File: config.mk
export PLATFORM = sky130hd
export DESIGN_NAME = ffha_walker
export DESIGN_NICKNAME = d
export VERILOG_FILES = /design/src/design/ffha_pkg.sv /design/src/design/ffha_walker.sv
export SDC_FILE = /design/constraint.sdc
export NUM_CORES = 1
export LEC_CHECK = 0
export BUFFER_PORTS_ARGS = -buffer_cell sky130_fd_sc_hd__buf_2
export CORE_MARGIN = 1.5
export CORE_UTILIZATION = 65
export DETAILED_ROUTE_END_ITERATION = 12
export PLACE_DENSITY = 0.87
export SYNTH_ARGS = -nofsm -noshare
export SYNTH_HDL_FRONTEND = slang
export SYNTH_SLANG_ARGS = --single-unit
File: constraint.sdc
create_clock -name clk -period 13.09 [get_ports clk]
set_input_delay 3.2725 -clock clk [delete_from_list [all_inputs] [get_ports clk]]
set_output_delay 3.2725 -clock clk [all_outputs]
set_load 0.01 [all_outputs]
File: src/design/ffha_pkg.sv
// Shared types and constants for the first-fit heap allocator.
// No dependencies; used by ffha_mem, ffha_walker and first_fit_heap_allocator.
`default_nettype none

package ffha_pkg;

  localparam int GRAN_W        = 10;              // granule index width
  localparam int HEAP_GRANULES = 1 << GRAN_W;
  localparam int SIZE_W        = 11;              // header size field, in granules
  localparam int BYTES_W       = 13;
  localparam int MODE_W        = 2;
  localparam int STATUS_W      = 2;

  localparam logic [MODE_W-1:0] MODE_INIT  = 2'd0;
  localparam logic [MODE_W-1:0] MODE_ALLOC = 2'd1;
  localparam logic [MODE_W-1:0] MODE_FREE  = 2'd2;
  localparam logic [MODE_W-1:0] MODE_COAL  = 2'd3;

  localparam logic [STATUS_W-1:0] STATUS_OK       = 2'd0;
  localparam logic [STATUS_W-1:0] STATUS_NO_SPACE = 2'd1;
  localparam logic [STATUS_W-1:0] STATUS_BAD_FREE = 2'd2;

  typedef struct packed {
    logic [SIZE_W-1:0] size;
    logic              alloc;
  } header_t;

  typedef struct packed {
    logic              en;
    logic [GRAN_W-1:0] addr;
    header_t           data;
  } mem_wr_t;

  typedef struct packed {
    logic              en;
    logic [GRAN_W-1:0] addr;
  } mem_rd_t;

  typedef struct packed {
    logic                valid;
    logic [GRAN_W-1:0]   payload;
    logic [STATUS_W-1:0] status;
  } result_t;

  // Granules for a request: its bytes plus a four-byte header, rounded up to whole granules.
  function automatic logic [SIZE_W-1:0] granules_for(input logic [BYTES_W-1:0] bytes);
    logic [BYTES_W:0] sum;
    sum = {1'b0, bytes} + (BYTES_W+1)'(3);
    return SIZE_W'(sum >> 3) + SIZE_W'(1);
  endfunction

endpackage

`default_nettype wire

File: src/design/ffha_walker.sv
// Control sequencer: walks the block headers in the header store for init,
// allocate, free and coalesce. Depends on ffha_pkg; drives ffha_mem ports.
`default_nettype none

module ffha_walker (
  input  wire logic                          clk,
  input  wire logic                          rst_n,
  input  wire logic                          in_valid,
  output logic                               in_ready,
  input  wire logic [ffha_pkg::MODE_W-1:0]   in_mode,
  input  wire logic [ffha_pkg::BYTES_W-1:0]  in_request_bytes,
  input  wire logic [ffha_pkg::GRAN_W-1:0]   in_block_granule,
  output ffha_pkg::mem_wr_t                  mem_wr,
  output ffha_pkg::mem_rd_t                  mem_rd,
  input  wire ffha_pkg::header_t             mem_rd_data,
  output ffha_pkg::result_t                  res,
  input  wire logic                          res_ready
);

  typedef enum logic [3:0] {
    ST_BOOT_HDR,
    ST_BOOT_SENT,
    ST_IDLE,
    ST_INIT,
    ST_INIT_SENT,
    ST_F_LD,
    ST_F_CHK,
    ST_F_SPLIT,
    ST_M_LD,
    ST_M_CHK,
    ST_M_NXT,
    ST_R_LD,
    ST_R_CHK,
    ST_FIN
  } state_t;

  state_t                             state_r, state_nxt;
  logic [ffha_pkg::MODE_W-1:0]        mode_r, mode_nxt;
  logic [ffha_pkg::SIZE_W-1:0]        need_r, need_nxt;
  logic [ffha_pkg::GRAN_W-1:0]        target_r, target_nxt;
  logic [ffha_pkg::GRAN_W-1:0]        g_r, g_nxt;
  logic [ffha_pkg::GRAN_W-1:0]        n_r, n_nxt;
  ffha_pkg::header_t                  h_r, h_nxt;
  logic [ffha_pkg::GRAN_W-1:0]        heap_end_r, heap_end_nxt;
  logic                               retried_r, retried_nxt;
  logic [ffha_pkg::GRAN_W-1:0]        res_payload_r, res_payload_nxt;
  logic [ffha_pkg::STATUS_W-1:0]      res_status_r, res_status_nxt;

  logic [ffha_pkg::SIZE_W-1:0] sz;
  logic [ffha_pkg::SIZE_W-1:0] remain;
  logic [ffha_pkg::SIZE_W-1:0] nsum;
  logic [ffha_pkg::SIZE_W-1:0] n_remain;
  logic [ffha_pkg::SIZE_W-1:0] msum;
  logic                        bad;
  logic                        n_last;
  logic                        n_bad;
  logic [ffha_pkg::GRAN_W-1:0] nxt_g;

  always_comb begin
    sz       = h_r.size;
    remain   = {1'b0, heap_end_r} - {1'b0, g_r};
    bad      = (sz == '0) || (sz > remain);
    nsum     = {1'b0, g_r} + sz;
    n_last   = nsum >= {1'b0, heap_end_r};
    nxt_g    = nsum[ffha_pkg::GRAN_W-1:0];
    n_remain = {1'b0, heap_end_r} - {1'b0, n_r};
    n_bad    = (mem_rd_data.size == '0) || (mem_rd_data.size > n_remain);
    msum     = sz + mem_rd_data.size;
  end

  always_comb begin
    state_nxt       = state_r;
    mode_nxt        = mode_r;
    need_nxt        = need_r;
    target_nxt      = target_r;
    g_nxt           = g_r;
    n_nxt           = n_r;
    h_nxt           = h_r;
    heap_end_nxt    = heap_end_r;
    retried_nxt     = retried_r;
    res_payload_nxt = res_payload_r;
    res_status_nxt  = res_status_r;
    mem_wr          = '0;
    mem_rd.en       = 1'b0;
    mem_rd.addr     = '0;

    unique case (state_r)
      ST_BOOT_HDR: begin
        mem_wr.en         = 1'b1;
        mem_wr.addr       = '0;
        mem_wr.data.size  = ffha_pkg::SIZE_W'(ffha_pkg::HEAP_GRANULES - 1);
        mem_wr.data.alloc = 1'b0;
        state_nxt         = ST_BOOT_SENT;
      end
      ST_BOOT_SENT: begin
        mem_wr.en         = 1'b1;
        mem_wr.addr       = ffha_pkg::GRAN_W'(ffha_pkg::HEAP_GRANULES - 1);
        mem_wr.data.size  = '0;
        mem_wr.data.alloc = 1'b1;
        state_nxt         = ST_IDLE;
      end
      ST_IDLE: begin
        if (in_valid) begin
          mode_nxt    = in_mode;
          need_nxt    = ffha_pkg::granules_for(in_request_bytes);
          target_nxt  = in_block_granule;
          retried_nxt = 1'b0;
          g_nxt       = '0;
          mem_rd.en   = (in_mode != ffha_pkg::MODE_INIT);
          unique case (in_mode)
            ffha_pkg::MODE_INIT:  state_nxt = ST_INIT;
            ffha_pkg::MODE_ALLOC: state_nxt = ST_F_LD;
            ffha_pkg::MODE_FREE:  state_nxt = ST_R_LD;
            ffha_pkg::MODE_COAL:  state_nxt = ST_M_LD;
            default:              state_nxt = ST_IDLE;
          endcase
        end
      end
      ST_INIT: begin
        if (need_r > ffha_pkg::SIZE_W'(ffha_pkg::HEAP_GRANULES - 1)) begin
          res_payload_nxt = '0;
          res_status_nxt  = ffha_pkg::STATUS_NO_SPACE;
          state_nxt       = ST_FIN;
        end else begin
          mem_wr.en         = 1'b1;
          mem_wr.addr       = '0;
          mem_wr.data.size  = need_r;
          mem_wr.data.alloc = 1'b0;
          state_nxt         = ST_INIT_SENT;
        end
      end
      ST_INIT_SENT: begin
        mem_wr.en         = 1'b1;
        mem_wr.addr       = need_r[ffha_pkg::GRAN_W-1:0];
        mem_wr.data.size  = '0;
        mem_wr.data.alloc = 1'b1;
        heap_end_nxt      = need_r[ffha_pkg::GRAN_W-1:0];
        res_payload_nxt   = '0;
        res_status_nxt    = ffha_pkg::STATUS_OK;
        state_nxt         = ST_FIN;
      end
      ST_F_LD: begin
        h_nxt     = mem_rd_data;
        state_nxt = ST_F_CHK;
      end
      ST_F_CHK: begin
        if (!bad && !h_r.alloc && sz > need_r) begin
          mem_wr.en         = 1'b1;
          mem_wr.addr       = g_r;
          mem_wr.data.size  = need_r;
          mem_wr.data.alloc = 1'b1;
          state_nxt         = ST_F_SPLIT;
        end else if (!bad && !h_r.alloc && sz == need_r) begin
          mem_wr.en         = 1'b1;
          mem_wr.addr       = g_r;
          mem_wr.data.size  = sz;
          mem_wr.data.alloc = 1'b1;
          res_payload_nxt   = g_r;
          res_status_nxt    = ffha_pkg::STATUS_OK;
          state_nxt         = ST_FIN;
        end else if (bad || n_last) begin
          // no fit on this pass: merge and retry once
          if (retried_r) begin
            res_payload_nxt = '0;
            res_status_nxt  = ffha_pkg::STATUS_NO_SPACE;
            state_nxt       = ST_FIN;
          end else begin
            retried_nxt = 1'b1;
            g_nxt       = '0;
            mem_rd.en   = 1'b1;
            state_nxt   = ST_M_LD;
          end
        end else begin
          g_nxt       = nxt_g;
          mem_rd.en   = 1'b1;
          mem_rd.addr = nxt_g;
          state_nxt   = ST_F_LD;
        end
      end
      ST_F_SPLIT: begin
        // remainder of the split becomes a free block
        mem_wr.en         = 1'b1;
        mem_wr.addr       = g_r + need_r[ffha_pkg::GRAN_W-1:0];
        mem_wr.data.size  = sz - need_r;
        mem_wr.data.alloc = 1'b0;
        res_payload_nxt   = g_r;
        res_status_nxt    = ffha_pkg::STATUS_OK;
        state_nxt         = ST_FIN;
      end
      ST_M_LD: begin
        h_nxt     = mem_rd_data;
        state_nxt = ST_M_CHK;
      end
      ST_M_CHK: begin
        if (bad || n_last) begin
          if (mode_r == ffha_pkg::MODE_COAL) begin
            res_payload_nxt = '0;
            res_status_nxt  = ffha_pkg::STATUS_OK;
            state_nxt       = ST_FIN;
          end else begin
            g_nxt     = '0;
            mem_rd.en = 1'b1;
            state_nxt = ST_F_LD;
          end
        end else begin
          n_nxt       = nxt_g;
          mem_rd.en   = 1'b1;
          mem_rd.addr = nxt_g;
          if (h_r.alloc) begin
            g_nxt     = nxt_g;
            state_nxt = ST_M_LD;
          end else begin
            state_nxt = ST_M_NXT;
          end
        end
      end
      ST_M_NXT: begin
        if (mem_rd_data.alloc) begin
          g_nxt     = n_r;
          h_nxt     = mem_rd_data;
          state_nxt = ST_M_CHK;
        end else if (n_bad) begin
          if (mode_r == ffha_pkg::MODE_COAL) begin
            res_payload_nxt = '0;
            res_status_nxt  = ffha_pkg::STATUS_OK;
            state_nxt       = ST_FIN;
          end else begin
            g_nxt     = '0;
            mem_rd.en = 1'b1;
            state_nxt = ST_F_LD;
          end
        end else begin
          // absorb the free neighbor; g stays put and is checked again
          mem_wr.en         = 1'b1;
          mem_wr.addr       = g_r;
          mem_wr.data.size  = msum;
          mem_wr.data.alloc = 1'b0;
          h_nxt.size        = msum;
          h_nxt.alloc       = 1'b0;
          state_nxt         = ST_M_CHK;
        end
      end
      ST_R_LD: begin
        h_nxt     = mem_rd_data;
        state_nxt = ST_R_CHK;
      end
      ST_R_CHK: begin
        res_payload_nxt = '0;
        if (g_r == target_r) begin
          if (h_r.alloc) begin
            mem_wr.en         = 1'b1;
            mem_wr.addr       = g_r;
            mem_wr.data.size  = sz;
            mem_wr.data.alloc = 1'b0;
            res_status_nxt    = ffha_pkg::STATUS_OK;
          end else begin
            res_status_nxt = ffha_pkg::STATUS_BAD_FREE;
          end
          state_nxt = ST_FIN;
        end else if (bad || n_last || nsum > {1'b0, target_r}) begin
          res_status_nxt = ffha_pkg::STATUS_BAD_FREE;
          state_nxt      = ST_FIN;
        end else begin
          g_nxt       = nxt_g;
          mem_rd.en   = 1'b1;
          mem_rd.addr = nxt_g;
          state_nxt   = ST_R_LD;
        end
      end
      ST_FIN: begin
        if (res_ready) begin
          state_nxt = ST_IDLE;
        end
      end
      default: state_nxt = ST_IDLE;
    endcase
  end

  always_ff @(posedge clk) begin
    if (!rst_n) begin
      state_r    <= ST_BOOT_HDR;
      heap_end_r <= ffha_pkg::GRAN_W'(ffha_pkg::HEAP_GRANULES - 1);
      retried_r  <= 1'b0;
    end else begin
      state_r    <= state_nxt;
      heap_end_r <= heap_end_nxt;
      retried_r  <= retried_nxt;
    end
    mode_r        <= mode_nxt;
    need_r        <= need_nxt;
    target_r      <= target_nxt;
    g_r           <= g_nxt;
    n_r           <= n_nxt;
    h_r           <= h_nxt;
    res_payload_r <= res_payload_nxt;
    res_status_r  <= res_status_nxt;
  end

  assign in_ready    = (state_r == ST_IDLE);
  assign res.valid   = (state_r == ST_FIN);
  assign res.payload = res_payload_r;
  assign res.status  = res_status_r;

endmodule

`default_nettype wire

# After elaboration in Yosys (flattened, before gate mapping)
# Index checks and enable logic that the tools add are counted.
[word_totals]
out_inout_bits = 48
regBits = 82
inputBits = 41
word_cells = 176
[op_classes]
addsub = 8
order_cmp = 6
reduce_logical = 30
mux = 82
eq_ne = 37
bitwise_logic = 1
[ops]
columns = ["operator", "n"]
rows = [
  ["2-to-1 mux 10 bit", 22],
  ["case mux 23 bit (8 select lines)", 1],
  ["2-to-1 mux 23 bit", 7],
  ["case mux 10 bit (6 select lines)", 1],
  ["case mux 10 bit (5 select lines)", 1],
  ["case mux 4 bit (12 select lines)", 1],
  ["2-to-1 mux 11 bit", 4],
  ["2-to-1 mux 4 bit", 11],
  ["> comparator 11 bit", 3],
  ["case mux 10 bit (3 select lines)", 1],
  ["2-to-1 mux 2 bit", 13],
  ["equality test 4 bit (second input constant)", 6],
  ["2-to-1 mux 12 bit", 2],
  ["case mux 12 bit (2 select lines)", 1],
  ["zero test 11 bit", 2],
  ["subtractor 10 x 10 -> 11 bit", 2],
  ["inequality test 3 bit (second input constant)", 7],
  ["inequality test 2 bit (second input constant)", 10],
  ["AND reduction 9 bit", 2],
  ["equality test 4 x 3 -> 1 bit (second input constant)", 4],
  ["case mux 4 bit (4 select lines)", 1],
  ["adder 13 x 2 -> 14 bit (second input constant)", 1],
  ["case mux 2 bit (6 select lines)", 1],
  ["nonzero test 6 bit", 2],
  ["32 further kinds", 58],
]

# Logic depth before layout (Yosys ltp)
# Gate-level depths: netlist of the first run.
[depth]
ltp_word = 9
mapped_depth = 22
ltp_nobuf = 21

# Worst setup path after synthesis of the first run
# OpenSTA, ideal clock, no wires.
[synth_timing]
path_type = "input to output"
start = "in mem_rd_data[1] (netlist bit)"
end = "out mem_wr[11] (netlist bit)"
cell_stages = 10
slack_ns = 4.408
path_buffers = 0
required_ns = 9.818
arrival_ns = 5.410
path_cell_list = "ha_1 fa_1 a21o_1 a211oi_1 nor2_1 o211a_1 o21ai_0 nand2_1 xnor3_1 a221o_1"
[synth_lines]
columns = ["element", "line", "text"]
rows = [
  ["from (decl)", "ffha_walker.sv:15", "input wire ffha_pkg::header_t mem_rd_data,"],
  ["to (decl)", "ffha_walker.sv:13", "output ffha_pkg::mem_wr_t mem_wr,"],
]

==> metrics.yaml, run 1 <==
grt_pass1_vias: 7255
synth_fa_ha_area_frac: 0.174
cts-resized-gates: 0
core_um2: 12100
place_congestion: 1.05
yosys.area_share.simple: 0.178
seq_area_um2: 2310
power_leakage_nw: 4.08
postSynthAreaPerCell_um2: 8.61
grt_pass1_wl_mm: 37.7
die_y_um: 115
synth_top_family_by_area: "compound AO/OA/AOI/OAI gates"
p_per_area_nw_per_um2: 236
port_buffers: 88
grt.busiest_layer: "met2"
seq_area_frac_synth: 0.284
cts_hold_buf: 0
multi_input_area_um2: 5380
grt_max_degree: 29
start_util: 0.673
syn_inst: 947
fin_crit_ns: 9.38
clockPowerShare: 0.131
wirelength_mm: 24.5
clock_latency_ns: 0.35
drt_drc_violations_left: 0
via_per_inst: 6.65
fin_setup_tns_ns: 0
synth_xor_xnor_area_share: 0.0715
cts_sinks: 82
wl_per_cell_um: 20.5
clk_path_buf_depth: 2
timing.final.crit_share: 0.717
worst_setup_path_start_kind: "flip-flop"
drtIter0Drc: 886
p_sw_mw: 1.04
synth-compound-area-share: 0.221
row_count: 40
rsz0062_at_grt: "no"
post-cts-setup-buffer-count: 0
cp_max_fo: 10
critPathCaptureType: "primary output"
sequentialPowerShare: 0.236
nNetsFinal: 1175
slew_headroom: 0.202
synth_area_leaders: "edfxtp_1 (25%), ha_1 (16%), inv_1 (4.4%)"
fmax_ghz: 0.107
syn_to_final_growth_pct: 11.1
comb_power_share: 0.633
drive_gt1_frac: 0.131
grt_use_met3: 0.0580
die-area_um2: 13200
tightest_slew_ns: 1.18
fillers: 954
synth_seq_cells: 82
pin_count: 89
vdd_drop_max_mv: 0.114
gr-total-overflow: 0
drt-pass1-iter-count: 6
power_mw: 2.13
ys_async_sr_fraction: 0
syn_nets: 1097
worstPathRequired_ns: 9.82
slew_violations: 0
swShare: 0.488
hold_viol_final: 0
vias: 7970
die_w_um: 115
worstPathArrival_ns: 6.11
setup_viol_count_final: 0
synth_top_area_share: 0.247
critPathKind: "reg2out"
cts_tree: "done"
yosysTopAreaCell: "edfxtp_1"
syn_area_um2: 8150
htree_levels: 3
root_buffer: "clkbuf_16"
synth_edf_count: 67
yosysWarnings: 0
met2_usage: 0.576
final_antenna_net_count: 0
synthMuxAreaShare: 0.0135
hpwl_mm: 18.7
synthDistinctLibCells: 71
holdCritPathClass: "reg2reg"
antennaDiodeCount: 0
p_int_mw: 1.09
synth_top_flop_cell: "edfxtp_1"
fin_worst_skew_ns: 0.00621
grtUsageTotal: 0.375
numCtsBuffers: 9
drv_cap: 0
status: "finished, final reports clean"
met1_usage: 0.512
path_clk_slew_ns: 0.06
antenna_found_initial: 0
metal layers:
| metal | vias up | part of all wire |
|---|---|---|
| met4 | 0 | 0.051 |
| li1 | 3663 | - |
| met3 | 90 | 0.11 |
| met2 | 558 | 0.43 |
| met5 | - | 0 |
| met1 | 3659 | 0.40 |
cells by family (layout without fill, tap and decap cells):
family,Yosys count,in the layout
muxes,10,10
buffers and inverters,122,205
and+or+nand+nor,294,294
xor gates and xnor gates,65,65
adders and majority gates,110,110
DFF,82,82
AOI/OAI and AO/OA,264,264
final timing paths:
kind	cells past startpoint	slack (ns)	startpoint	endpoint
max	20	3.71	g_r[1]	mem_rd[7]
min	2	0.56	retried_r	retried_r
max reg2reg	19	6.99	g_r[1]	res_payload_r[6]
min reg2reg	2	0.56	retried_r	retried_r
synthesized netlist by cell type, types with 3 or more instances:
| cell | number |
|---|---|
| nor4_1 | 9 |
| o21a_1 | 11 |
| dfxtp_1 | 15 |
| a211o_1 | 5 |
| and2_1 | 17 |
| nand2b_1 | 9 |
| o2111ai_1 | 10 |
| buf_1 | 3 |
| a31o_2 | 3 |
| a21o_1 | 17 |
| nor2b_1 | 11 |
| o31ai_1 | 5 |
| mux2_2 | 8 |
| clkbuf_1 | 17 |
| nor2_1 | 80 |
| o221ai_1 | 4 |
| o211ai_1 | 18 |
| or2_2 | 4 |
| a221oi_1 | 10 |
| and3_1 | 11 |
| nand2_1 | 75 |
| o21bai_1 | 3 |
| xor2_1 | 25 |
| edfxtp_1 | 67 |
| inv_1 | 96 |
| or3_1 | 8 |
| o21ai_0 | 56 |
| nand4_1 | 14 |
| nand3_1 | 19 |
| o311a_1 | 3 |
| xnor2_1 | 39 |
| a221o_1 | 17 |
| a21oi_1 | 65 |
| a31oi_1 | 10 |
| ha_1 | 103 |
| fa_1 | 6 |
| nor3_1 | 23 |
| buf_2 | 5 |
| a211oi_1 | 6 |
state kept, by name, indices dropped and copies added (netlist names), 4 cells and up:
name / flops
n_r: 10
res_payload_r: 10
state_r: 4
g_r: 10
target_r: 10
sz: 11
need_r: 11
heap_end_r: 10
power groups by stage:
| stage | logic (mW) | clock network (mW) | registers, mW |
|---|---|---|---|
| finish | 1.35 | 0.279 | 0.505 |
| global route | 1.49 | 0.286 | 0.509 |
| CTS | 1.32 | 0.277 | 0.497 |
| detailed placement | 1.31 | 0 | 0.502 |
| global placement | 1.27 | 0 | 0.502 |
| floorplan | 0.983 | 0 | 0.439 |
cell type report:
cell class,count,share of cell area
clock buffer,10,0.0253
clock inverter,6,0.00981
inverter,96,0.0398
multi-input combinational,743,0.594
sequential,82,0.255
tap,168,0.0232
timing repair buffer,93,0.0528
layout by cell type (no fill, tap or decap), drive strengths merged, types with 18 or more instances in the layout:
cell	Yosys	layout
nor2	80	80
and2	18	18
xnor2	39	39
ha	103	103
o211ai	18	18
inv	96	97
a21oi	67	67
buf	9	93
nand3	19	19
edfxtp	67	67
xor2	25	25
o21ai	58	58
nand2	75	75
nor3	24	24
critical path, cell delays in order (launching register included):
cell      delay, ns
edfxtp_1       0.58
inv_1          0.21
fa_1           0.49
a21o_1         0.19
a21oi_1        0.20
o21ai_0        0.10
and2_1         0.16
o21ai_0        0.19
nand2b_1       0.08
a21oi_1        0.21
xor2_1         0.18
ha_1           0.26
a211o_1        0.31
a211oi_1       0.25
a311oi_2       0.12
nor2_1         0.16
nor4bb_1       1.01
and4_1         0.47
o31ai_4        0.18
nor2_1         0.24
buf_2          0.17
through the flow:
step | area [um2] | setup slack, ns | cells | utilization | hold slack [ns]
2_1_floorplan | 8150 | 4.41 | 947 | - | 0.504
3_3_place_gp | 8740 | 4.04 | 1182 | 0.722 | 0.542
3_5_place_dp | 8740 | 4.00 | 1182 | 0.722 | 0.541
4_1_cts | 9060 | 3.75 | 1198 | 0.748 | 0.556
5_1_grt | 9060 | 3.22 | 1198 | 0.748 | 0.620
6_report | 9060 | 3.71 | 1198 | 0.748 | 0.559
Note: power is estimated with default switching activity, not from simulation.
==> run 2: changes to the inputs <==
Settings changed: CORE_UTILIZATION 65 to 61, PLACE_DENSITY 0.87 to 0.82.
Clock period 13.09 ns to 9.6 ns, I/O delays scaled along.
==> metrics.yaml, run 2 (synthesized netlist as in run 1, its figures left out) <==
root_buffer: "clkbuf_16"
worstHoldPathCells: 2  # unchanged
grt_use_met3: 0.0724  # +0.0144
p_per_area_nw_per_um2: 324  # +37%
finalNonFillerCells: 1209  # +0.92%
row_count: 42  # +5.0%
crit_family: "compound AO/OA/AOI/OAI gates"
numCtsBuffers: 9  # unchanged
core_um2: 13100  # +8.5%
via_per_inst: 6.48  # -2.7%
critPathLaunch: "g_r[1]"
die_w_um: 119  # +3.1%
wirelength_mm: 24.8  # +1.2%
grt_pass1_vias: 7428  # +2.4%
htree_levels: 3  # unchanged
worst_setup_path_start_kind: "flip-flop"
r2r_end: "res_payload_r[5]"
crit_slowest_cell: "o2111a_1"
setup_viol_count_final: 0  # unchanged
wl_per_cell_um: 20.5  # +0.29%
holdCritPathClass: "reg2reg"
power_leakage_nw: 4.10  # +0.50%
nNetsFinal: 1178  # +0.26%
rsz0062_at_grt: "no"
critPathBufInv: 2  # unchanged
fmax_ghz: 0.123
port_buffers: 88  # unchanged
rrSetupSlack_ns: 3.89  # -3.10 ns
mostFrequentLayoutCells: "ha_1 (103), inv_1 (96), buf_2 (88), nor2_1 (80), nand2_1 (75)"
antennaDiodeCount: 0  # unchanged
cts_hold_buf: 0  # unchanged
final_antenna_net_count: 0  # unchanged
drt_drc_violations_left: 0  # unchanged
grt_pass1_wl_mm: 38.6  # +2.3%
grt_max_degree: 29  # unchanged
fin_setup_tns_ns: 0  # unchanged
cp_slowest_stage_delay_ns: 0.64  # -0.37 ns
clk_path_buf_depth: 2  # unchanged
start_util: 0.620  # -0.0526
timing.final.crit_share: 0.846
antenna_found_initial: 0  # unchanged
worstPathRequired_ns: 7.20  # -2.62 ns
pin_count: 89  # unchanged
post-cts-setup-buffer-count: 0  # unchanged
drt-pass1-iter-count: 5  # -1
timing.hold.ws_ns: 0.563  # +0.00426 ns
place_congestion: 1.00  # -5.2%
place_inst: 1193  # +0.93%
clock_latency_ns: 0.35  # about the same
fin_worst_skew_ns: 0.00732  # +0.00111 ns
path_cells: "inv_1 > fa_1 > a21o_1 > a21oi_1 > o21ai_0 > and2_1 > o21ai_0 > nand2b_1 > a21oi_1 > xor2_1 > ha_1 > a211o_1 > a211oi_1 > a311oi_2 > nor3_2 > o2111a_1 > or4_4 > a21oi_1 > o21ai_0 > buf_2"
die_y_um: 119  # +3.1%
cts-resized-gates: 0  # unchanged
gr-total-overflow: 0  # unchanged
vias: 7830  # -1.8%
cts_tree: "done"
cp_max_fo: 14  # +4
hpwl_mm: 19.3  # +3.2%
path_clk_slew_ns: 0.07  # about the same
holdPathEnd: "retried_r"
vdd_drop_max_mv: 0.158  # +38%
grtUsageTotal: 0.353  # -0.0224
hold_viol_final: 0  # unchanged
tightest_slew_ns: 1.06  # -0.116 ns
final_common_cell: "ha_1"
critPathCaptureType: "primary output"
fin_crit_ns: 8.12
drive_gt1_frac: 0.135  # +0.00349
critPathKind: "reg2out"
slew_headroom: 0.287  # +0.0853
grt.busiest_layer: "met2"
syn_to_final_growth_pct: 11.6
met1_usage: 0.471  # -0.0410
status: "finished, final reports clean"
cts_sinks: 82  # unchanged
drtIter0Drc: 750  # -15%
holdCritStartpoint: "retried_r"
worstPathArrival_ns: 5.72  # -0.39 ns
drv_cap: 0  # unchanged
met2_usage: 0.556  # -0.0199
reg2regPathDepth: 18  # -1
rr_startpoint: "g_r[1]"
die-area_um2: 14100  # +6.4%
slew_violations: 0  # unchanged
==> run 2: cell types whose count changed in the layout (fill, tap and decap cells not counted) <==
cell / before / now
buf_4: 5 / 8
clkbuf_1: 1 / 0
inv_8: 0 / 1
==> run 2: worst max-delay path by stage <==
| stage | to | slack, ns | cells after the start |
|---|---|---|---|
| floorplan | mem_wr[11] | 2.66 | 10 |
| global placement | mem_wr[12] | 2.24 | 19 |
| detailed placement | mem_wr[21] | 2.06 | 20 |
| CTS | mem_wr[21] | 1.66 | 20 |
| global route | mem_wr[21] | 1.24 | 20 |
| finish | mem_wr[21] | 1.48 | 20 |
==> run 2: power breakdown <==
group          total, mW  switching, mW  internal [mW]
registers          0.671          0.158          0.513
logic               1.89           1.13          0.762
clock network      0.387          0.156          0.230
==> run 2: metrics by stage <==
stage / instance area [um2] / power [mW] / util / setup slack (ns)
detailed placement: 8770 / 2.50 / 0.668 / 2.06
floorplan: 8150 / 1.94 / - / 2.66
global route: 9100 / 3.15 / 0.692 / 1.24
CTS: 9100 / 2.90 / 0.692 / 1.66
finish: 9100 / 2.95 / 0.692 / 1.48
global placement: 8770 / 2.46 / 0.668 / 2.24
==> run 2: layout make-up <==
type / count / area [um2]
flip-flops and latches: 82 / 2310
clock buffers: 9 / 225
multi-input cells: 743 / 5380
clock inverters: 7 / 100
repair buffers: 96 / 500
inverters: 96 / 360
fillers: 1090 / 4040
well taps: 176 / 220
==> run 2: metal layers <==
| layer | part of all wire | wire, um |
|---|---|---|
| met4 | 0.043 | 1060 |
| met2 | 0.44 | 10800 |
| met3 | 0.12 | 2870 |
| met1 | 0.41 | 10100 |
| met5 | 0 | 0 |
==> run 2: tightest hold or removal path: cells and delay by family, from the launching register on <==
kind | cells | cell delay [ns]
flip-flops | 1 | 0.38
AND/OR/NAND/NOR | 1 | 0.09
AO/OA/AOI/OAI | 1 | 0.06
